<file path="config.mk">
export PLATFORM = sky130hd
export DESIGN_NAME = gas_sensor_measure_sequencer_flat
export DESIGN_NICKNAME = d
export VERILOG_FILES = /design/src/rtl/gsms_pkg.sv /design/src/rtl/gsms_item_if.sv /design/src/rtl/gsms_result_if.sv /design/src/rtl/gas_sensor_measure_sequencer.sv /design/src/rtl/gsms_divider.sv /design/src/rtl/gsms_datapath.sv /design/src/rtl/gsms_ctrl.sv /design/src/flat_wrapper.sv
export SDC_FILE = /design/constraint.sdc
export NUM_CORES = 1
export LEC_CHECK = 0
export ABC_AREA = 1
export BUFFER_PORTS_ARGS = -buffer_cell sky130_fd_sc_hd__buf_2
export CAP_MARGIN = 30
export CORE_UTILIZATION = 35
export DETAILED_ROUTE_END_ITERATION = 10
export GPL_ROUTABILITY_DRIVEN = 0
export SLEW_MARGIN = 20
export SYNTH_ARGS = -nofsm -noshare
export SYNTH_HDL_FRONTEND = slang
export SYNTH_SLANG_ARGS = --single-unit
</file>
<file path="constraint.sdc">
create_clock -name clk -period 4.2 [get_ports clk]
set_clock_uncertainty 0.2 [all_clocks]
set_input_delay 0.63 -clock clk [delete_from_list [all_inputs] [get_ports clk]]
set_output_delay 0.63 -clock clk [all_outputs]
set_load 0.01 [all_outputs]
</file>
<file path="src/rtl/gsms_pkg.sv">
// gsms_pkg: shared widths, phase/kind/mode codes, command and status types
// of the gas sensor measurement sequencer
// no dependencies
`default_nettype none

package gsms_pkg;

    // default parameter values
    localparam int ADC_BITS_DEF   = 12;
    localparam int TIMEOUT_MS_DEF = 2000;

    // fixed widths
    localparam int CFG_W     = 16;
    localparam int CFG_IDX_W = 3;
    localparam int CNT_W     = 16;
    localparam int SUM_W     = 28;
    localparam int TIME_W    = 32;
    localparam int RPM_W     = 16;
    localparam int PHASE_W   = 3;
    localparam int KIND_W    = 3;
    localparam int MODE_W    = 2;

    // configuration register indexes
    localparam logic [CFG_IDX_W-1:0] CFG_WAIT     = 3'd0;
    localparam logic [CFG_IDX_W-1:0] CFG_EXPOSURE = 3'd1;
    localparam logic [CFG_IDX_W-1:0] CFG_TEMP     = 3'd2;
    localparam logic [CFG_IDX_W-1:0] CFG_CONC     = 3'd3;
    localparam logic [CFG_IDX_W-1:0] CFG_FAN_MIN  = 3'd4;

    // configuration reset values
    localparam logic [CFG_W-1:0] WAIT_RST     = 16'd60;
    localparam logic [CFG_W-1:0] EXPOSURE_RST = 16'd30;
    localparam logic [CFG_W-1:0] TEMP_RST     = 16'd4;
    localparam logic [CFG_W-1:0] CONC_RST     = 16'd10;
    localparam logic [CFG_W-1:0] FAN_MIN_RST  = 16'd1000;

    // sequence phases
    localparam logic [PHASE_W-1:0] PH_INIT   = 3'd0;
    localparam logic [PHASE_W-1:0] PH_WAIT   = 3'd1;
    localparam logic [PHASE_W-1:0] PH_EXPOSE = 3'd2;
    localparam logic [PHASE_W-1:0] PH_TEMP   = 3'd3;
    localparam logic [PHASE_W-1:0] PH_CONC   = 3'd4;
    localparam logic [PHASE_W-1:0] PH_SLEEP  = 3'd5;
    localparam logic [PHASE_W-1:0] PH_CCONC  = 3'd6;
    localparam logic [PHASE_W-1:0] PH_CTEMP  = 3'd7;

    // result kinds
    localparam logic [KIND_W-1:0] KIND_OFFSET = 3'd0;
    localparam logic [KIND_W-1:0] KIND_TEMP   = 3'd1;
    localparam logic [KIND_W-1:0] KIND_CONC   = 3'd2;
    localparam logic [KIND_W-1:0] KIND_CAL    = 3'd3;
    localparam logic [KIND_W-1:0] KIND_CCONC  = 3'd4;
    localparam logic [KIND_W-1:0] KIND_CTEMP  = 3'd5;

    // front-end modes
    localparam logic [MODE_W-1:0] MODE_SLEEP = 2'd0;
    localparam logic [MODE_W-1:0] MODE_AMP   = 2'd1;
    localparam logic [MODE_W-1:0] MODE_TEMP  = 2'd2;

    typedef enum logic [2:0] {
        CNT_HOLD,
        CNT_DEC,
        CNT_WAIT,
        CNT_EXPOSURE,
        CNT_TEMP,
        CNT_CONC
    } cnt_op_t;

    typedef enum logic [1:0] {
        SUM_HOLD,
        SUM_CLR,
        SUM_ADD
    } sum_op_t;

    typedef enum logic [1:0] {
        DIV_WAIT,
        DIV_TEMP,
        DIV_CONC
    } div_sel_t;

    typedef enum logic [1:0] {
        VAL_NONE,
        VAL_ADC,
        VAL_AVG
    } val_sel_t;

    // controller to datapath
    typedef struct packed {
        logic                in_ready;
        cnt_op_t             cnt_op;
        sum_op_t             sum_op;
        logic                mark_load;
        logic                div_start;
        div_sel_t            div_sel;
        logic                out_load;
        logic [PHASE_W-1:0]  phase;
        logic                fan_on;
        logic [MODE_W-1:0]   mode;
        logic                res_valid;
        logic [KIND_W-1:0]   kind;
        val_sel_t            val_sel;
        logic                afe_fault;
        logic                fan_fault;
        logic                cal_end;
    } gsms_cmd_t;

    // datapath to controller
    typedef struct packed {
        logic in_valid;
        logic cnt_zero;
        logic timed_out;
        logic rpm_low;
        logic rpm_nonzero;
        logic wait_zero;
        logic cal;
        logic afe_ready;
        logic div_busy;
        logic out_blocked;
    } gsms_stat_t;

endpackage

`default_nettype wire

</file>
<file path="src/rtl/gsms_item_if.sv">
// gsms_item_if: input item channel, one item per one-second tick
// depends on gsms_pkg
`default_nettype none

interface gsms_item_if
    import gsms_pkg::*;
#(
    parameter int ADC_BITS = ADC_BITS_DEF
) ();
    logic                valid;
    logic                ready;
    logic [ADC_BITS-1:0] adc_sample;
    logic [TIME_W-1:0]   now_ms;
    logic [RPM_W-1:0]    fan_rpm;
    logic                cal_request;
    logic                afe_ready;

    modport source (
        output valid, adc_sample, now_ms, fan_rpm, cal_request, afe_ready,
        input  ready
    );

    modport sink (
        input  valid, adc_sample, now_ms, fan_rpm, cal_request, afe_ready,
        output ready
    );
endinterface

`default_nettype wire

</file>
<file path="src/rtl/gsms_result_if.sv">
// gsms_result_if: result channel, one result per input item
// depends on gsms_pkg
`default_nettype none

interface gsms_result_if
    import gsms_pkg::*;
#(
    parameter int ADC_BITS = ADC_BITS_DEF
) ();
    logic                valid;
    logic                ready;
    logic [PHASE_W-1:0]  phase;
    logic                fan_on;
    logic [MODE_W-1:0]   frontend_mode;
    logic                result_valid;
    logic [KIND_W-1:0]   result_kind;
    logic [ADC_BITS-1:0] result_value;
    logic                frontend_fault;
    logic                fan_fault;
    logic                cal_end;

    modport source (
        output valid, phase, fan_on, frontend_mode, result_valid, result_kind,
               result_value, frontend_fault, fan_fault, cal_end,
        input  ready
    );

    modport sink (
        input  valid, phase, fan_on, frontend_mode, result_valid, result_kind,
               result_value, frontend_fault, fan_fault, cal_end,
        output ready
    );
endinterface

`default_nettype wire

</file>
<file path="src/rtl/gas_sensor_measure_sequencer.sv">
// gas_sensor_measure_sequencer: top level, sequence controller plus datapath
// depends on gsms_pkg, gsms_item_if, gsms_result_if, gsms_ctrl, gsms_datapath
`default_nettype none

// One item is taken per one-second tick and gives exactly one result. The
// block works on one item at a time. A step without an average evaluates the
// item and then loads the result register. A step that closes an averaging
// phase also runs the restoring divider before its result load; the divider
// produces one quotient bit per cycle. The next item is taken as soon as the
// result register is loaded, even while that result still waits for its
// transfer. That next step then holds before its own result load until the
// waiting result is taken. Configuration registers must be written by the
// user through the plain write port while no item is in flight; the block
// itself does not enforce this. Indexes past the last register are ignored.
module gas_sensor_measure_sequencer
    import gsms_pkg::*;
#(
    parameter int          ADC_BITS   = ADC_BITS_DEF,
    parameter int unsigned TIMEOUT_MS = TIMEOUT_MS_DEF
) (
    input  wire logic                 clk,
    input  wire logic                 rst_n,
    input  wire logic                 cfg_wr_en,
    input  wire logic [CFG_IDX_W-1:0] cfg_index,
    input  wire logic [CFG_W-1:0]     cfg_wdata,
    gsms_item_if.sink                 item,
    gsms_result_if.source             result
);
    gsms_cmd_t  cmd;
    gsms_stat_t stat;

    // sequence controller
    gsms_ctrl u_ctrl (
        .clk   (clk),
        .rst_n (rst_n),
        .stat  (stat),
        .cmd   (cmd)
    );

    // counters, sum, divider and result register
    gsms_datapath #(
        .ADC_BITS   (ADC_BITS),
        .TIMEOUT_MS (TIMEOUT_MS)
    ) u_datapath (
        .clk       (clk),
        .rst_n     (rst_n),
        .cfg_wr_en (cfg_wr_en),
        .cfg_index (cfg_index),
        .cfg_wdata (cfg_wdata),
        .item      (item),
        .result    (result),
        .cmd       (cmd),
        .stat      (stat)
    );
endmodule

`default_nettype wire

</file>
<file path="src/rtl/gsms_divider.sv">
// gsms_divider: restoring divider, one quotient bit per cycle
// depends on gsms_pkg
`default_nettype none

module gsms_divider
    import gsms_pkg::*;
(
    input  wire logic             clk,
    input  wire logic             rst_n,
    input  wire logic             start,
    input  wire logic [SUM_W-1:0] dividend,
    input  wire logic [CFG_W-1:0] divisor,
    output logic                  busy,
    output logic                  div_zero,
    output logic [SUM_W-1:0]      quotient
);
    localparam int STEP_W = $clog2(SUM_W);
    localparam logic [STEP_W-1:0] LAST_STEP = STEP_W'(SUM_W - 1);

    logic              busy_reg;
    logic [STEP_W-1:0] step_reg;
    logic [CFG_W-1:0]  dvs_reg;
    logic [CFG_W-1:0]  rem_reg;
    logic [SUM_W-1:0]  quo_reg;
    logic              zero_reg;

    logic [CFG_W:0]    shifted;
    logic [CFG_W+1:0]  diff;
    logic              fits;

    // trial subtraction of the shifted partial remainder
    always_comb
    begin
        shifted = {rem_reg, quo_reg[SUM_W-1]};
        diff    = {1'b0, shifted} - {2'b00, dvs_reg};
        fits    = ~diff[CFG_W+1];
    end

    // control state
    always_ff @(posedge clk or negedge rst_n)
    begin
        if (!rst_n)
        begin
            busy_reg <= 1'b0;
            step_reg <= '0;
        end
        else if (start)
        begin
            busy_reg <= 1'b1;
            step_reg <= LAST_STEP;
        end
        else if (busy_reg)
        begin
            step_reg <= step_reg - 1'b1;
            if (step_reg == '0)
            begin
                busy_reg <= 1'b0;
            end
        end
    end

    // remainder and quotient shift
    always_ff @(posedge clk)
    begin
        if (start)
        begin
            dvs_reg  <= divisor;
            zero_reg <= (divisor == '0);
            rem_reg  <= '0;
            quo_reg  <= dividend;
        end
        else if (busy_reg)
        begin
            rem_reg <= fits ? diff[CFG_W-1:0] : shifted[CFG_W-1:0];
            quo_reg <= {quo_reg[SUM_W-2:0], fits};
        end
    end

    assign busy     = busy_reg;
    assign div_zero = zero_reg;
    assign quotient = quo_reg;
endmodule

`default_nettype wire

</file>
<file path="src/rtl/gsms_datapath.sv">
// gsms_datapath: configuration registers, input latch, countdown, sample sum,
// time mark, averaging divider and result register
// depends on gsms_pkg, gsms_item_if, gsms_result_if, gsms_divider
`default_nettype none

module gsms_datapath
    import gsms_pkg::*;
#(
    parameter int          ADC_BITS   = ADC_BITS_DEF,
    parameter int unsigned TIMEOUT_MS = TIMEOUT_MS_DEF
) (
    input  wire logic                 clk,
    input  wire logic                 rst_n,
    input  wire logic                 cfg_wr_en,
    input  wire logic [CFG_IDX_W-1:0] cfg_index,
    input  wire logic [CFG_W-1:0]     cfg_wdata,
    gsms_item_if.sink                 item,
    gsms_result_if.source             result,
    input  wire gsms_cmd_t            cmd,
    output gsms_stat_t                stat
);
    localparam logic [ADC_BITS-1:0] FULL_SCALE = {ADC_BITS{1'b1}};
    localparam logic [SUM_W-1:0]    SUM_MAX    = {SUM_W{1'b1}};
    localparam logic [TIME_W-1:0]   TIMEOUT    = TIME_W'(TIMEOUT_MS);

    logic [CFG_W-1:0] wait_reg, exposure_reg, temp_reg, conc_reg, fan_min_reg;

    logic [ADC_BITS-1:0] adc_reg;
    logic [TIME_W-1:0]   now_reg;
    logic [RPM_W-1:0]    rpm_reg;
    logic                cal_reg;
    logic                afe_ready_reg;

    logic [CNT_W-1:0]  cnt_reg, cnt_next;
    logic [SUM_W-1:0]  sum_reg, sum_next;
    logic [TIME_W-1:0] mark_reg;

    logic [SUM_W:0]      sum_add;
    logic [TIME_W-1:0]   elapsed;
    logic                in_load;
    logic [CFG_W-1:0]    divisor;
    logic                div_busy, div_zero;
    logic [SUM_W-1:0]    quotient;
    logic [ADC_BITS-1:0] average;
    logic [ADC_BITS-1:0] value;

    logic                out_valid_reg;
    logic [PHASE_W-1:0]  phase_reg;
    logic                fan_on_reg;
    logic [MODE_W-1:0]   mode_reg;
    logic                res_valid_reg;
    logic [KIND_W-1:0]   kind_reg;
    logic [ADC_BITS-1:0] value_reg;
    logic                afe_fault_reg;
    logic                fan_fault_reg;
    logic                cal_end_reg;

    // configuration writes
    always_ff @(posedge clk or negedge rst_n)
    begin
        if (!rst_n)
        begin
            wait_reg     <= WAIT_RST;
            exposure_reg <= EXPOSURE_RST;
            temp_reg     <= TEMP_RST;
            conc_reg     <= CONC_RST;
            fan_min_reg  <= FAN_MIN_RST;
        end
        else if (cfg_wr_en)
        begin
            unique case (cfg_index)
                CFG_WAIT:     wait_reg     <= cfg_wdata;
                CFG_EXPOSURE: exposure_reg <= cfg_wdata;
                CFG_TEMP:     temp_reg     <= cfg_wdata;
                CFG_CONC:     conc_reg     <= cfg_wdata;
                CFG_FAN_MIN:  fan_min_reg  <= cfg_wdata;
                default:      ;
            endcase
        end
    end

    // input transfer latch
    assign in_load    = item.valid & cmd.in_ready;
    assign item.ready = cmd.in_ready;

    always_ff @(posedge clk)
    begin
        if (in_load)
        begin
            adc_reg       <= item.adc_sample;
            now_reg       <= item.now_ms;
            rpm_reg       <= item.fan_rpm;
            cal_reg       <= item.cal_request;
            afe_ready_reg <= item.afe_ready;
        end
    end

    // countdown and saturating sample sum
    always_comb
    begin
        sum_add = {1'b0, sum_reg} + (SUM_W + 1)'(adc_reg);

        case (cmd.cnt_op)
            CNT_DEC:      cnt_next = cnt_reg - 1'b1;
            CNT_WAIT:     cnt_next = wait_reg;
            CNT_EXPOSURE: cnt_next = exposure_reg;
            CNT_TEMP:     cnt_next = temp_reg;
            CNT_CONC:     cnt_next = conc_reg;
            default:      cnt_next = cnt_reg;
        endcase

        case (cmd.sum_op)
            SUM_CLR: sum_next = '0;
            SUM_ADD: sum_next = sum_add[SUM_W] ? SUM_MAX : sum_add[SUM_W-1:0];
            default: sum_next = sum_reg;
        endcase
    end

    always_ff @(posedge clk or negedge rst_n)
    begin
        if (!rst_n)
        begin
            cnt_reg  <= '0;
            sum_reg  <= '0;
            mark_reg <= '0;
        end
        else
        begin
            cnt_reg <= cnt_next;
            sum_reg <= sum_next;
            if (cmd.mark_load)
            begin
                mark_reg <= now_reg;
            end
        end
    end

    // averaging divider, dividend taken before this step's sum update
    always_comb
    begin
        case (cmd.div_sel)
            DIV_TEMP: divisor = temp_reg;
            DIV_CONC: divisor = conc_reg;
            default:  divisor = wait_reg;
        endcase
    end

    gsms_divider u_divider (
        .clk      (clk),
        .rst_n    (rst_n),
        .start    (cmd.div_start),
        .dividend (sum_reg),
        .divisor  (divisor),
        .busy     (div_busy),
        .div_zero (div_zero),
        .quotient (quotient)
    );

    // saturated average and result value select
    always_comb
    begin
        if (div_zero || (quotient > SUM_W'(FULL_SCALE)))
        begin
            average = FULL_SCALE;
        end
        else
        begin
            average = quotient[ADC_BITS-1:0];
        end

        case (cmd.val_sel)
            VAL_ADC: value = adc_reg;
            VAL_AVG: value = average;
            default: value = '0;
        endcase
    end

    // status to controller
    assign elapsed = now_reg - mark_reg;

    always_comb
    begin
        stat.in_valid    = item.valid;
        stat.cnt_zero    = (cnt_reg == '0);
        stat.timed_out   = (elapsed > TIMEOUT);
        stat.rpm_low     = (rpm_reg < fan_min_reg);
        stat.rpm_nonzero = (rpm_reg != '0);
        stat.wait_zero   = (wait_reg == '0);
        stat.cal         = cal_reg;
        stat.afe_ready   = afe_ready_reg;
        stat.div_busy    = div_busy;
        stat.out_blocked = out_valid_reg & ~result.ready;
    end

    // result register
    always_ff @(posedge clk or negedge rst_n)
    begin
        if (!rst_n)
        begin
            out_valid_reg <= 1'b0;
        end
        else if (cmd.out_load)
        begin
            out_valid_reg <= 1'b1;
        end
        else if (result.ready)
        begin
            out_valid_reg <= 1'b0;
        end
    end

    always_ff @(posedge clk)
    begin
        if (cmd.out_load)
        begin
            phase_reg     <= cmd.phase;
            fan_on_reg    <= cmd.fan_on;
            mode_reg      <= cmd.mode;
            res_valid_reg <= cmd.res_valid;
            kind_reg      <= cmd.kind;
            value_reg     <= value;
            afe_fault_reg <= cmd.afe_fault;
            fan_fault_reg <= cmd.fan_fault;
            cal_end_reg   <= cmd.cal_end;
        end
    end

    assign result.valid          = out_valid_reg;
    assign result.phase          = phase_reg;
    assign result.fan_on         = fan_on_reg;
    assign result.frontend_mode  = mode_reg;
    assign result.result_valid   = res_valid_reg;
    assign result.result_kind    = kind_reg;
    assign result.result_value   = value_reg;
    assign result.frontend_fault = afe_fault_reg;
    assign result.fan_fault      = fan_fault_reg;
    assign result.cal_end        = cal_end_reg;
endmodule

`default_nettype wire

</file>
<file path="src/rtl/gsms_ctrl.sv">
// gsms_ctrl: measurement sequence state machine and item handshake control
// depends on gsms_pkg
`default_nettype none

module gsms_ctrl
    import gsms_pkg::*;
(
    input  wire logic       clk,
    input  wire logic       rst_n,
    input  wire gsms_stat_t stat,
    output gsms_cmd_t       cmd
);
    typedef enum logic [1:0] {
        ST_IDLE,
        ST_EXEC,
        ST_DIV,
        ST_OUT
    } ctl_state_t;

    ctl_state_t         state_reg, state_next;
    logic [PHASE_W-1:0] seq_reg, seq_next;
    logic               fan_reg, fan_next;
    logic [MODE_W-1:0]  mode_reg, mode_next;
    logic               ferr_reg, ferr_next;
    logic [PHASE_W-1:0] ran_reg, ran_next;
    logic               rvalid_reg, rvalid_next;
    logic [KIND_W-1:0]  kind_reg, kind_next;
    val_sel_t           vsel_reg, vsel_next;
    logic               afe_reg, afe_next;
    logic               calend_reg, calend_next;

    logic               redirect;
    logic [PHASE_W-1:0] eff_phase;
    logic               cnt_done;

    // calibration request pulls the sequence into the wait phase
    always_comb
    begin
        redirect  = stat.cal && (seq_reg != PH_EXPOSE) && (seq_reg != PH_TEMP)
                    && (seq_reg != PH_CONC);
        eff_phase = redirect ? PH_WAIT : seq_reg;
        cnt_done  = stat.cnt_zero | redirect;
    end

    // next state and commands
    always_comb
    begin
        state_next  = state_reg;
        seq_next    = seq_reg;
        fan_next    = fan_reg;
        mode_next   = mode_reg;
        ferr_next   = ferr_reg;
        ran_next    = ran_reg;
        rvalid_next = rvalid_reg;
        kind_next   = kind_reg;
        vsel_next   = vsel_reg;
        afe_next    = afe_reg;
        calend_next = calend_reg;

        cmd           = '0;
        cmd.cnt_op    = CNT_HOLD;
        cmd.sum_op    = SUM_HOLD;
        cmd.div_sel   = DIV_WAIT;
        cmd.in_ready  = (state_reg == ST_IDLE);
        cmd.phase     = ran_reg;
        cmd.fan_on    = fan_reg;
        cmd.mode      = mode_reg;
        cmd.res_valid = rvalid_reg;
        cmd.kind      = kind_reg;
        cmd.val_sel   = vsel_reg;
        cmd.afe_fault = afe_reg;
        cmd.fan_fault = ferr_reg;
        cmd.cal_end   = calend_reg;

        unique case (state_reg)
            ST_IDLE:
            begin
                if (stat.in_valid)
                begin
                    state_next = ST_EXEC;
                end
            end

            ST_EXEC:
            begin
                ran_next    = eff_phase;
                rvalid_next = 1'b0;
                kind_next   = KIND_OFFSET;
                vsel_next   = VAL_NONE;
                afe_next    = 1'b0;
                calend_next = 1'b0;
                seq_next    = eff_phase;

                unique case (eff_phase)
                    PH_INIT:
                    begin
                        if (stat.afe_ready)
                        begin
                            mode_next  = MODE_AMP;
                            cmd.sum_op = SUM_CLR;
                            cmd.cnt_op = CNT_WAIT;
                            seq_next   = PH_WAIT;
                        end
                        else if (stat.timed_out)
                        begin
                            afe_next = 1'b1;
                            seq_next = PH_SLEEP;
                        end
                    end

                    PH_WAIT:
                    begin
                        if (stat.wait_zero)
                        begin
                            cmd.cnt_op    = CNT_EXPOSURE;
                            cmd.mark_load = 1'b1;
                            seq_next      = PH_CCONC;
                        end
                        else if (cnt_done)
                        begin
                            fan_next      = 1'b1;
                            cmd.cnt_op    = CNT_EXPOSURE;
                            rvalid_next   = 1'b1;
                            kind_next     = KIND_OFFSET;
                            vsel_next     = VAL_AVG;
                            cmd.div_start = 1'b1;
                            cmd.div_sel   = DIV_WAIT;
                            cmd.mark_load = 1'b1;
                            seq_next      = PH_EXPOSE;
                        end
                        else
                        begin
                            cmd.cnt_op = CNT_DEC;
                            cmd.sum_op = SUM_ADD;
                        end
                    end

                    PH_EXPOSE:
                    begin
                        if (stat.cnt_zero)
                        begin
                            fan_next      = 1'b0;
                            cmd.cnt_op    = CNT_TEMP;
                            cmd.sum_op    = SUM_CLR;
                            mode_next     = MODE_TEMP;
                            cmd.mark_load = 1'b1;
                            seq_next      = PH_TEMP;
                        end
                        else
                        begin
                            cmd.cnt_op = CNT_DEC;
                            if (stat.timed_out && stat.rpm_low)
                            begin
                                ferr_next = 1'b1;
                            end
                        end
                    end

                    PH_TEMP:
                    begin
                        // fan still turning: hold until the timeout, then flag
                        if (!stat.rpm_nonzero || stat.timed_out)
                        begin
                            if (stat.rpm_nonzero)
                            begin
                                ferr_next = 1'b1;
                            end
                            if (stat.cnt_zero)
                            begin
                                cmd.cnt_op    = CNT_CONC;
                                rvalid_next   = 1'b1;
                                kind_next     = KIND_TEMP;
                                vsel_next     = VAL_AVG;
                                cmd.div_start = 1'b1;
                                cmd.div_sel   = DIV_TEMP;
                                mode_next     = MODE_AMP;
                                cmd.sum_op    = SUM_CLR;
                                seq_next      = PH_CONC;
                            end
                            else
                            begin
                                cmd.cnt_op = CNT_DEC;
                                cmd.sum_op = SUM_ADD;
                            end
                        end
                    end

                    PH_CONC:
                    begin
                        if (stat.cnt_zero)
                        begin
                            rvalid_next   = 1'b1;
                            kind_next     = stat.cal ? KIND_CAL : KIND_CONC;
                            calend_next   = stat.cal;
                            vsel_next     = VAL_AVG;
                            cmd.div_start = 1'b1;
                            cmd.div_sel   = DIV_CONC;
                            seq_next      = PH_SLEEP;
                        end
                        else
                        begin
                            cmd.cnt_op = CNT_DEC;
                            cmd.sum_op = SUM_ADD;
                        end
                    end

                    PH_CCONC:
                    begin
                        fan_next = 1'b1;
                        if (stat.timed_out)
                        begin
                            ferr_next = stat.rpm_low;
                        end
                        rvalid_next = 1'b1;
                        kind_next   = KIND_CCONC;
                        vsel_next   = VAL_ADC;
                        mode_next   = MODE_TEMP;
                        seq_next    = PH_CTEMP;
                    end

                    PH_CTEMP:
                    begin
                        rvalid_next = 1'b1;
                        kind_next   = KIND_CTEMP;
                        vsel_next   = VAL_ADC;
                        if (!stat.wait_zero)
                        begin
                            fan_next = 1'b0;
                            seq_next = PH_SLEEP;
                        end
                        else
                        begin
                            mode_next = MODE_AMP;
                            seq_next  = PH_CCONC;
                        end
                    end

                    // sleep
                    default:
                    begin
                        cmd.mark_load = 1'b1;
                        mode_next     = MODE_SLEEP;
                        seq_next      = PH_INIT;
                    end
                endcase

                state_next = cmd.div_start ? ST_DIV : ST_OUT;
            end

            ST_DIV:
            begin
                if (!stat.div_busy)
                begin
                    state_next = ST_OUT;
                end
            end

            ST_OUT:
            begin
                if (!stat.out_blocked)
                begin
                    cmd.out_load = 1'b1;
                    state_next   = ST_IDLE;
                end
            end

            default:
            begin
                state_next = ST_IDLE;
            end
        endcase
    end

    // state and registered step outcome
    always_ff @(posedge clk or negedge rst_n)
    begin
        if (!rst_n)
        begin
            state_reg  <= ST_IDLE;
            seq_reg    <= PH_SLEEP;
            fan_reg    <= 1'b0;
            mode_reg   <= MODE_SLEEP;
            ferr_reg   <= 1'b0;
            ran_reg    <= PH_SLEEP;
            rvalid_reg <= 1'b0;
            kind_reg   <= KIND_OFFSET;
            vsel_reg   <= VAL_NONE;
            afe_reg    <= 1'b0;
            calend_reg <= 1'b0;
        end
        else
        begin
            state_reg  <= state_next;
            seq_reg    <= seq_next;
            fan_reg    <= fan_next;
            mode_reg   <= mode_next;
            ferr_reg   <= ferr_next;
            ran_reg    <= ran_next;
            rvalid_reg <= rvalid_next;
            kind_reg   <= kind_next;
            vsel_reg   <= vsel_next;
            afe_reg    <= afe_next;
            calend_reg <= calend_next;
        end
    end
endmodule

`default_nettype wire

</file>
<file path="src/flat_wrapper.sv">
// flat-port wrapper written by rule: the top's interface ports become plain ports
module gas_sensor_measure_sequencer_flat import gsms_pkg::*;
#(
    parameter int          ADC_BITS   = ADC_BITS_DEF,
    parameter int unsigned TIMEOUT_MS = TIMEOUT_MS_DEF
)
  (clk, rst_n, cfg_wr_en, cfg_index, cfg_wdata, item_valid, item_adc_sample, item_now_ms, item_fan_rpm, item_cal_request, item_afe_ready, item_ready, result_valid, result_phase, result_fan_on, result_frontend_mode, result_result_valid, result_result_kind, result_result_value, result_frontend_fault, result_fan_fault, result_cal_end, result_ready);
  gsms_item_if #(.ADC_BITS(ADC_BITS)) item_i ();
  gsms_result_if #(.ADC_BITS(ADC_BITS)) result_i ();
  input  wire logic clk;
  input  wire logic rst_n;
  input  wire logic cfg_wr_en;
  input  wire logic [CFG_IDX_W-1:0] cfg_index;
  input  wire logic [CFG_W-1:0] cfg_wdata;
  input wire logic [$bits(item_i.valid)-1:0] item_valid;
  input wire logic [$bits(item_i.adc_sample)-1:0] item_adc_sample;
  input wire logic [$bits(item_i.now_ms)-1:0] item_now_ms;
  input wire logic [$bits(item_i.fan_rpm)-1:0] item_fan_rpm;
  input wire logic [$bits(item_i.cal_request)-1:0] item_cal_request;
  input wire logic [$bits(item_i.afe_ready)-1:0] item_afe_ready;
  output wire logic [$bits(item_i.ready)-1:0] item_ready;
  output wire logic [$bits(result_i.valid)-1:0] result_valid;
  output wire logic [$bits(result_i.phase)-1:0] result_phase;
  output wire logic [$bits(result_i.fan_on)-1:0] result_fan_on;
  output wire logic [$bits(result_i.frontend_mode)-1:0] result_frontend_mode;
  output wire logic [$bits(result_i.result_valid)-1:0] result_result_valid;
  output wire logic [$bits(result_i.result_kind)-1:0] result_result_kind;
  output wire logic [$bits(result_i.result_value)-1:0] result_result_value;
  output wire logic [$bits(result_i.frontend_fault)-1:0] result_frontend_fault;
  output wire logic [$bits(result_i.fan_fault)-1:0] result_fan_fault;
  output wire logic [$bits(result_i.cal_end)-1:0] result_cal_end;
  input wire logic [$bits(result_i.ready)-1:0] result_ready;
  assign item_i.valid = item_valid;
  assign item_i.adc_sample = item_adc_sample;
  assign item_i.now_ms = item_now_ms;
  assign item_i.fan_rpm = item_fan_rpm;
  assign item_i.cal_request = item_cal_request;
  assign item_i.afe_ready = item_afe_ready;
  assign item_ready = item_i.ready;
  assign result_valid = result_i.valid;
  assign result_phase = result_i.phase;
  assign result_fan_on = result_i.fan_on;
  assign result_frontend_mode = result_i.frontend_mode;
  assign result_result_valid = result_i.result_valid;
  assign result_result_kind = result_i.result_kind;
  assign result_result_value = result_i.result_value;
  assign result_frontend_fault = result_i.frontend_fault;
  assign result_fan_fault = result_i.fan_fault;
  assign result_cal_end = result_i.cal_end;
  assign result_i.ready = result_ready;
  gas_sensor_measure_sequencer #(.ADC_BITS(ADC_BITS), .TIMEOUT_MS(TIMEOUT_MS)) u_core (.clk(clk), .rst_n(rst_n), .cfg_wr_en(cfg_wr_en), .cfg_index(cfg_index), .cfg_wdata(cfg_wdata), .item(item_i), .result(result_i));
endmodule
</file>
==> results of run 1 <==
worst max-delay path by stage:
stage          slack [ns]  cells past startpoint                                             end
2_1_floorplan        0.15                     29       u_core.u_datapath.sum_reg[22]$_DFFE_PN0P_
6_report             0.22                     26  u_core.u_datapath.u_divider.div_zero$_DFFE_PP_
5_1_grt             -0.05                     22  u_core.u_datapath.u_divider.div_zero$_DFFE_PP_
3_5_place_dp         0.04                     25  u_core.u_datapath.u_divider.div_zero$_DFFE_PP_
3_3_place_gp         0.07                     27  u_core.u_datapath.u_divider.div_zero$_DFFE_PP_
4_1_cts             0.004                     25  u_core.u_datapath.u_divider.div_zero$_DFFE_PP_
synth_stat cells, types with 2 or more instances:
cell type / number / area [um2]
nand2_2: 9 / 56.30
and2_1: 2 / 12.51
o211ai_1: 6 / 45.04
nor2_4: 3 / 33.78
o21ai_1: 20 / 100.1
nand4_1: 37 / 231.5
nor2_2: 12 / 75.07
clkbuf_1: 46 / 172.7
nor4_1: 16 / 100.1
nor2_1: 165 / 619.3
inv_1: 321 / 1205
xnor2_1: 14 / 122.6
ha_1: 86 / 1076
o31ai_1: 2 / 15.01
a21o_1: 4 / 30.03
a22oi_1: 17 / 127.6
edfxtp_1: 132 / 3964
dfrtp_1: 162 / 4054
a21oi_1: 159 / 795.8
nor3_1: 26 / 130.1
buf_4: 3 / 22.52
xor2_1: 27 / 236.5
o21a_1: 4 / 30.03
nand2_1: 604 / 2267
or2_2: 5 / 31.28
nand3_1: 96 / 480.5
dfxtp_1: 16 / 320.3
a31oi_1: 4 / 25.02
clkinv_1: 5 / 18.77
fa_1: 3 / 60.06
o21ai_0: 202 / 1011
nand3b_1: 4 / 30.03
o21ai_2: 6 / 52.55
buf_2: 12 / 60.06
inv_2: 13 / 48.80
dfstp_2: 21 / 551.8
o22ai_1: 10 / 62.56
o21bai_1: 8 / 60.06
layout make-up:
type / instances / area (um2)
clock buffer: 50 / 1100
inverter: 339 / 1272
fill: 5181 / 29790
clock inverter: 20 / 234.0
tap: 680 / 850.8
multi-input combinational: 1564 / 8437
timing repair buffer: 170 / 1142
sequential: 331 / 8890
cell usage in the layout (no fill, tap or decap), types with 18 or more instances in the layout:
cell type,n
nand2_1,587
inv_1,317
o21ai_0,199
dfrtp_1,162
nor2_1,158
a21oi_1,146
edfxtp_1,132
buf_2,111
nand3_1,88
ha_1,71
clkbuf_16,43
buf_4,43
nand4_1,37
xor2_1,27
nand2_2,26
nor3_1,25
o21ai_1,23
dfstp_2,21
nor2_2,18
logic make-up (layout without fill, tap and decap cells):
| group | Yosys count | in the layout | synth area share |
|---|---|---|---|
| buffers and inverters | 401 | 579 | 0.08319 |
| AOI/OAI and AO/OA | 446 | 446 | 0.1295 |
| and+or+nand+nor | 987 | 987 | 0.2253 |
| DFF | 331 | 331 | 0.4805 |
| xor gates and xnor gates | 41 | 41 | 0.01941 |
| adders and majority gates | 89 | 89 | 0.06141 |
| muxes | 1 | 1 | 0.0006086 |
metrics by stage:
step | power, uW | setup TNS, ns
floorplan | 9833 | 0
global placement | 11520 | 0
detailed placement | 11670 | 0
CTS | 15260 | 0
global route | 16710 | -0.1053
finish | 15420 | 0
per-layer routing:
layer | track usage | vias to the layer above | part of all wire
li1 | - | 7821 | -
met4 | 0.06476 | 0 | 0.030
met3 | 0.02640 | 82 | 0.048
met2 | 0.2893 | 372 | 0.46
met1 | 0.2381 | 7366 | 0.46
met5 | 0 | - | 0
power breakdown:
part | leakage (uW) | switching [uW] | internal, uW | total [uW]
Combinational | 0.00588 | 4290 | 2460 | 6750
Sequential | 0.00362 | 624 | 4550 | 5170
Clock | 0.000658 | 1390 | 2110 | 3500
worst max-delay path: cells and delay by family (launching register included):
kind | cells | cell delay [ns]
flip-flops | 1 | 0.38
AND/OR/NAND/NOR | 16 | 1.44
buffers and inverters | 5 | 0.50
AO/OA/AOI/OAI | 2 | 0.34
adder cells (fa/ha/maj) | 3 | 0.86
what timing repair did:
item / 4_1_cts / 5_1_grt
hold endpoints to repair: 17 / 0
setup endpoints to repair: 0 / 45
hold buffers: 1 / 0
setup buffers: 0 / 8
resized for setup: 0 / 89
==> impl_metrics.json, run 1 <==
{
  "area_delta_synth_final_pct": 18.52,
  "ys.warnings.count": 0,
  "start_util": 0.3577,
  "routed_via_density": 4.959,
  "grt_max_degree": 92,
  "core.rowCount": 83,
  "syn_area_mm2": 0.01850,
  "synth_cells": 2296,
  "wl_mm": 47.62,
  "rsz0062_at_grt": "yes",
  "root_buffer": "clkbuf_16",
  "ys_seq_area_frac": 0.4805,
  "tightest_slew_ns": 0.9440,
  "place_inst": 3070,
  "critical_path_arrival_ns": 4.10,
  "chipHeight_um": 231.9,
  "slew_violations": 0,
  "cap_violations": 0,
  "post-route-util": 0.4240,
  "min_from": "item_fan_rpm[9]",
  "drive_above_1_share": 0.1593,
  "clockBufferDepth": 3,
  "io_pins": 113,
  "min_path_type": "input port to register",
  "wl_per_cell_um": 15.10,
  "period_share": 0.9467,
  "cts_tree": "yes",
  "hold_end": "u_core.u_datapath.rpm_reg[9]$_DFFE_PP_",
  "max_freq_mhz": 251.5,
  "avgSynthCellArea_um2": 8.058,
  "drtAntennaViolNets": 0,
  "synth_edf_count": 132,
  "synth.net_count": 2471,
  "crit_type": "register to register",
  "dieArea_mm2": 0.05378,
  "holdWs_ns": 0.03332,
  "p_per_area_mw_per_mm2": 703.5,
  "hpwl_mm": 34.67,
  "p_leak_uw": 0.01016,
  "whs_path_depth": 1,
  "io_buffers": 112,
  "path_common_cell": "nor2_1",
  "yosysUniqueCellTypes": 52,
  "grt_use_total": 0.1775,
  "pre_cts_slack_ns": 0.04309,
  "finalHoldViolCount": 0,
  "post-route-min-period_ns": 3.976,
  "reg2reg_to": "u_core.u_datapath.u_divider.div_zero$_DFFE_PP_",
  "r2r-start": "u_core.u_datapath.now_reg[0]$_DFFE_PP_",
  "dr.first_iter.drc_count": 1064,
  "regToRegSetupSlack_ns": 0.22,
  "antennaDiodeCount": 0,
  "path_max_fanout": 8,
  "coreArea_mm2": 0.05172,
  "synth_ff_type": "dfrtp_1",
  "cp-end-kind": "register",
  "grt_pass1_wl_mm": 77.30,
  "dieWidth_um": 231.9,
  "clock-sinks": 331,
  "firstDrtPassIters": 6,
  "fin_nets": 2619,
  "clk_pin_slew_ns": 0.06,
  "overflow": 0,
  "cp-start-kind": "register",
  "final-setup-viol-count": 0,
  "slew-limit-headroom": 0.3693,
  "fin_ws_ns": 0.2237,
  "vias": 15641,
  "critPathLaunch": "u_core.u_datapath.now_reg[0]$_DFFE_PP_",
  "drcViolationCount": 0,
  "final_cell_area_mm2": 0.02193,
  "r2r_cells": 26,
  "peakVddDrop_v": 0.0003076,
  "grt_pass1_vias": 15149,
  "status": "finished clean",
  "crit_required_ns": 4.32,
  "clk_latency_ns": 0.57,
  "final_cells": 3154,
  "cts_buffers": 38,
  "cpMaxStageDelayCell": "fa_2",
  "async_flop_share": 0.5529,
  "cts_max_level": 2,
  "placed_area_mm2": 0.02008,
  "ys_seq_elements": 331,
  "antenna_found_initial": 0,
  "max_stage_delay_ns": 0.41
}
No activity file was read; power rests on OpenSTA's default activity.
==> run 2: changes to the inputs <==
--- a/config.mk
+++ b/config.mk
@@ -8,9 +8,10 @@
 export ABC_AREA = 1
 export BUFFER_PORTS_ARGS = -buffer_cell sky130_fd_sc_hd__buf_2
 export CAP_MARGIN = 30
-export CORE_UTILIZATION = 35
+export CORE_UTILIZATION = 56
 export DETAILED_ROUTE_END_ITERATION = 10
 export GPL_ROUTABILITY_DRIVEN = 0
+export PLACE_DENSITY = 0.77
 export SLEW_MARGIN = 20
 export SYNTH_ARGS = -nofsm -noshare
 export SYNTH_HDL_FRONTEND = slang
==> impl_metrics.json, run 2 (synthesized netlist as in run 1, its figures left out) <==
{
  "status": "finished clean",
  "crit_type": "register to register",
  "rsz0062_at_grt": "yes",
  "p_leak_uw": 0.01006,
  "dr.first_iter.drc_count": 1541,
  "core.rowCount": 66,
  "layout_common_cells": "nand2_1 (597), inv_1 (319), o21ai_0 (200)",
  "clk_pin_slew_ns": 0.06,
  "overflow": 0,
  "cp-end-kind": "register",
  "slew-limit-headroom": 0.4201,
  "coreArea_mm2": 0.03254,
  "cap_violations": 0,
  "tightest_slew_ns": 0.8619,
  "antennaDiodeCount": 0,
  "cts_tree": "yes",
  "min_from": "item_fan_rpm[3]",
  "drtAntennaViolNets": 0,
  "finalHoldViolCount": 0,
  "final-setup-viol-count": 0,
  "wl_per_cell_um": 15.44,
  "clockBufferDepth": 3,
  "start_util": 0.5686,
  "dieWidth_um": 183.8,
  "grt_pass1_vias": 15117,
  "dieArea_mm2": 0.03377,
  "setup_tns_ns": 0,
  "vias": 16018,
  "grtUsageMet2": 0.4439,
  "r2r-start": "u_core.u_datapath.now_reg[9]$_DFFE_PP_",
  "peakVddDrop_v": 0.0004595,
  "routed_via_density": 5.523,
  "hpwl_mm": 32.10,
  "area_delta_synth_final_pct": 15.08,
  "holdWs_ns": 0.07489,
  "drcViolationCount": 0,
  "root_buffer": "clkbuf_16",
  "post-route-min-period_ns": 3.999,
  "antenna_found_initial": 0,
  "critical_path_arrival_ns": 4.19,
  "io_buffers": 112,
  "path_max_fanout": 16,
  "clock-sinks": 331,
  "clk_latency_ns": 0.53,
  "global_route.peak_usage_layer": "met2",
  "grt_use_total": 0.2707,
  "firstDrtPassIters": 8,
  "cp-start-kind": "register",
  "use_met3": 0.03209,
  "cts_buffers": 37,
  "grt_max_degree": 98,
  "max_freq_mhz": 250.1,
  "drive_above_1_share": 0.1375,
  "p_per_area_mw_per_mm2": 709.1,
  "io_pins": 113,
  "fin_nets": 2605,
  "period_share": 0.9521,
  "slew_violations": 0,
  "crit_required_ns": 4.39,
  "critPathLaunch": "u_core.u_datapath.now_reg[9]$_DFFE_PP_",
  "grt_pass1_wl_mm": 73.57,
  "wl_mm": 44.78,
  "cts_max_level": 2,
  "use_met1": 0.3675,
  "chipHeight_um": 183.8,
  "min_path_type": "input port to register",
  "power_uw": 15100,
  "final_common_cell": "nand2_1"
}
-- run 2: cell count changes in the layout (fill, tap and decap cells not counted), moves of 6 or more --
cell,change
nand2_2,-10
ha_2,-7
nand3_2,-6
buf_4,-12
nand2_1,+10
ha_1,+11
nand3_1,+6
-- run 2: per-stage QoR --
step	util	cell area [um2]	instances	worst slack, ns
2_1_floorplan	-	18500	2296	0.1480
3_3_place_gp	0.6054	19700	2823	0.09547
3_5_place_dp	0.6068	19740	2826	0.03296
4_1_cts	0.6465	21030	2894	0.01134
5_1_grt	0.6544	21290	2900	-0.04752
6_report	0.6544	21290	2900	0.2013
-- run 2: repair_timing --
item / in CTS / in global routing
hold buffers: 1 / 0
buffers inserted: 0 / 3
gates resized for setup: 0 / 47
endpoints found under the hold margin: 52 / 0
setup endpoints to repair: 0 / 67
-- run 2: final cells by class --
| type | count | area, um2 |
|---|---|---|
| clock buffer | 49 | 1032 |
| tap | 442 | 553.0 |
| timing repair buffer | 157 | 1041 |
| inverter | 339 | 1275 |
| clock inverter | 18 | 247.7 |
| fill | 2699 | 11250 |
| sequential | 331 | 8890 |
| multi-input combinational | 1564 | 8252 |
-- run 2: worst max-delay path, cell delays in order (launching register included) --
cell and delay [ns]:
edfxtp_1 0.40, ha_1 0.39, nand2_1 0.17, inv_1 0.06, nand2_1 0.06, nand2_1 0.10, inv_1 0.09, nand3_1 0.18
nand2_1 0.11, nand2_1 0.08, nor2_1 0.12, nand3_1 0.10, nor2_2 0.16, nand2_2 0.08, nor2_4 0.11, nand3_4 0.09
nand4_1 0.13, inv_2 0.07, ha_4 0.27, buf_12 0.16, a21oi_1 0.17, a22oi_2 0.11, nor4_2 0.25, nand2_1 0.12
nor2_1 0.10
-- run 2: final timing paths --
kind	end	slack [ns]	cells after the start
max	u_core.u_datapath.u_divider.div_zero$_DFFE_PP_	0.20	24
min	u_core.u_datapath.rpm_reg[3]$_DFFE_PP_	0.07	1
max reg2reg	u_core.u_datapath.u_divider.div_zero$_DFFE_PP_	0.20	24
min reg2reg	u_core.u_datapath.result.frontend_mode[1]$_DFFE_PP_	0.26	0
max in group asynchronous	u_core.u_datapath.fan_min_reg[9]$_DFFE_PN1P_	2.41	3
min in group asynchronous	u_core.u_datapath.sum_reg[7]$_DFFE_PN0P_	0.45	2
-- run 2: power breakdown --
| group | switching, uW | internal [uW] |
|---|---|---|
| Combinational | 4200 | 2340 |
| Clock | 1300 | 2100 |
| Sequential | 618 | 4540 |
| Total | 6120 | 8980 |
-- run 2: metal layers --
| metal | vias to the layer above | part of all wire |
|---|---|---|
| met2 | 618 | 0.47 |
| met1 | 7488 | 0.44 |
| met4 | 0 | 0.032 |
| met3 | 119 | 0.063 |
| met5 | - | 0 |
| li1 | 7793 | - |
==> run 3: changes to the inputs <==
--- a/config.mk
+++ b/config.mk
@@ -11,7 +11,7 @@
 export CORE_UTILIZATION = 56
 export DETAILED_ROUTE_END_ITERATION = 10
 export GPL_ROUTABILITY_DRIVEN = 0
-export PLACE_DENSITY = 0.77
+export PLACE_DENSITY = 0.88
 export SLEW_MARGIN = 20
 export SYNTH_ARGS = -nofsm -noshare
 export SYNTH_HDL_FRONTEND = slang
==> impl_metrics.json, run 3 (synthesized netlist as in run 1, its figures left out) <==
{
  "status": "finished with violations",
  "violations": "setup timing",
  "regToRegSetupSlack_ns": -0.07,
  "grt_pass1_wl_mm": 75.44,
  "area_delta_synth_final_pct": 14.75,
  "grt_pass1_vias": 15923,
  "rsz0062_at_grt": "yes",
  "antenna_found_initial": 0,
  "seq_area_mm2": 0.008890,
  "cap_violations": 0,
  "wl_mm": 47.21,
  "pre_cts_slack_ns": -0.03545,
  "p_per_area_mw_per_mm2": 705.8,
  "slew-limit-headroom": 0.4747,
  "max_stage_delay_ns": 0.41,
  "drt-met1-wl_mm": 18.77,
  "root_buffer": "clkbuf_16",
  "cts_buffers": 36,
  "crit_path_end": "u_core.u_datapath.u_divider.div_zero$_DFFE_PP_",
  "antennaDiodeCount": 0,
  "grt_use_total": 0.2741,
  "fin_ws_ns": -0.06621,
  "coreArea_mm2": 0.03254,
  "grt_max_degree": 83,
  "core.rowCount": 66,
  "cp-end-kind": "register",
  "cp_num_cells": 21,
  "cts_tree": "yes",
  "fillers": 2536,
  "met2WireLength_mm": 22.58,
  "final_common_cell": "nand2_1",
  "firstDrtPassIters": 6,
  "power_uw": 14980,
  "p_leak_uw": 0.009988,
  "drtAntennaViolNets": 0,
  "period_share": 1.016,
  "routed.top_layer": "met4",
  "slew_violations": 0,
  "r2r-start": "u_core.u_datapath.now_reg[10]$_DFFE_PP_",
  "tightest_slew_ns": 0.7879,
  "dieWidth_um": 183.8,
  "overflow": 0,
  "chipHeight_um": 183.8,
  "clk_latency_ns": 0.55,
  "wl_met3_mm": 4.218,
  "routed_via_density": 5.790,
  "post-route-util": 0.6525,
  "cts_max_level": 2,
  "vias": 16774,
  "cp_cell_sequence": "ha_1 -> nand2_1 -> nor2_2 -> nand3_1 -> nand3_1 -> nand4_1 -> nand3_1 -> nand2_1 -> nand3_1 -> nor2_4 -> nand3_4 -> nand4_1 -> buf_4 -> buf_4 -> ha_4 -> clkbuf_16 -> a21oi_1 -> a22oi_1 -> nor4_1 -> nand2_1 -> nor2_1",
  "clk_pin_slew_ns": 0.06,
  "drive_above_1_share": 0.1405,
  "start_util": 0.5686,
  "crit_required_ns": 4.40,
  "cpMaxStageDelayCell": "edfxtp_1",
  "cpLargestDelayFamily": "simple AND/OR/NAND/NOR gates",
  "path_common_cell": "nand3_1",
  "fin_nets": 2603,
  "min_from": "item_now_ms[25]",
  "critical_path_arrival_ns": 4.47,
  "critPathBufInv": 3,
  "drcViolationCount": 0,
  "r2r_cells": 21,
  "setup_tns_ns": -0.06621,
  "reg2reg_to": "u_core.u_datapath.u_divider.div_zero$_DFFE_PP_",
  "min_path_type": "input port to register",
  "max_freq_mhz": 234.4,
  "peakVddDrop_v": 0.0004826,
  "path_max_fanout": 8,
  "clock-sinks": 331,
  "dr.first_iter.drc_count": 2072,
  "critPathLaunch": "u_core.u_datapath.now_reg[10]$_DFFE_PP_",
  "layout_common_cells": "nand2_1 (594), inv_1 (317), o21ai_0 (202)",
  "multi_input_area_mm2": 0.008328,
  "io_pins": 113,
  "post-route-min-period_ns": 4.266,
  "io_buffers": 112,
  "dieArea_mm2": 0.03377,
  "crit_type": "register to register",
  "hpwl_mm": 32.90,
  "clockBufferDepth": 3,
  "final-setup-viol-count": 1,
  "wl_per_cell_um": 16.30,
  "finalHoldViolCount": 0,
  "cp-start-kind": "register"
}
[run 3: per-layer routing]
layer,vias to the layer above,track usage
met4,0,0.1043
met3,177,0.04556
met5,-,0
met1,7802,0.3510
li1,7792,-
met2,1003,0.4653
[run 3: cell type report]
| type | count | share of cell area |
|---|---|---|
| Clock buffer | 51 | 0.04904 |
| Clock inverter | 14 | 0.005245 |
| Inverter | 339 | 0.06006 |
| Multi-Input combinational cell | 1564 | 0.3923 |
| Sequential cell | 331 | 0.4188 |
| Tap cell | 442 | 0.02605 |
| Timing Repair Buffer | 156 | 0.04856 |
[run 3: timing repair]
action / in CTS / in global routing
hold buffers: 1 / 0
pin swaps: 2 / 28
setup endpoints to repair: 1 / 31
buffers inserted: 2 / 4
gates resized for setup: 3 / 60
hold endpoints to repair: 57 / 0
cloned: 0 / 4
[run 3: through the flow]
step	cells	area (um2)	hold slack [ns]
3_5_place_dp	2819	19650	0.2355
6_report	2897	21230	0.05607
2_1_floorplan	2296	18500	0.1344
4_1_cts	2887	20840	0.04523
5_1_grt	2897	21230	0.04304
3_3_place_gp	2816	19610	0.2321
[run 3: report_power, final]
group | internal [uW] | switching (uW)
clock network | 1800 | 1310
registers | 4550 | 652
logic | 2330 | 4350
[run 3: worst min-delay path by stage]
stage,end,cells after the start
after floorplan,u_core.u_ctrl.afe_reg$_DFFE_PN0P_,0
after global placement,u_core.u_datapath.result.frontend_fault$_DFFE_PP_,0
after detailed placement,u_core.u_datapath.result.frontend_fault$_DFFE_PP_,0
after CTS,u_core.u_datapath.now_reg[25]$_DFFE_PP_,1
after global routing,u_core.u_datapath.now_reg[25]$_DFFE_PP_,1
final,u_core.u_datapath.now_reg[25]$_DFFE_PP_,1
[run 3: worst reg2reg max path, stage by stage (launching register included)]
cell       delay (ns)
edfxtp_1         0.41
ha_1             0.41
nand2_1          0.17
nor2_2           0.22
nand3_1          0.14
nand3_1          0.20
nand4_1          0.18
nand3_1          0.15
nand2_1          0.07
nand3_1          0.13
nor2_4           0.07
nand3_4          0.09
nand4_1          0.20
buf_4            0.19
buf_4            0.13
ha_4             0.17
clkbuf_16        0.16
a21oi_1          0.14
a22oi_1          0.11
nor4_1           0.35
nand2_1          0.12
nor2_1           0.11
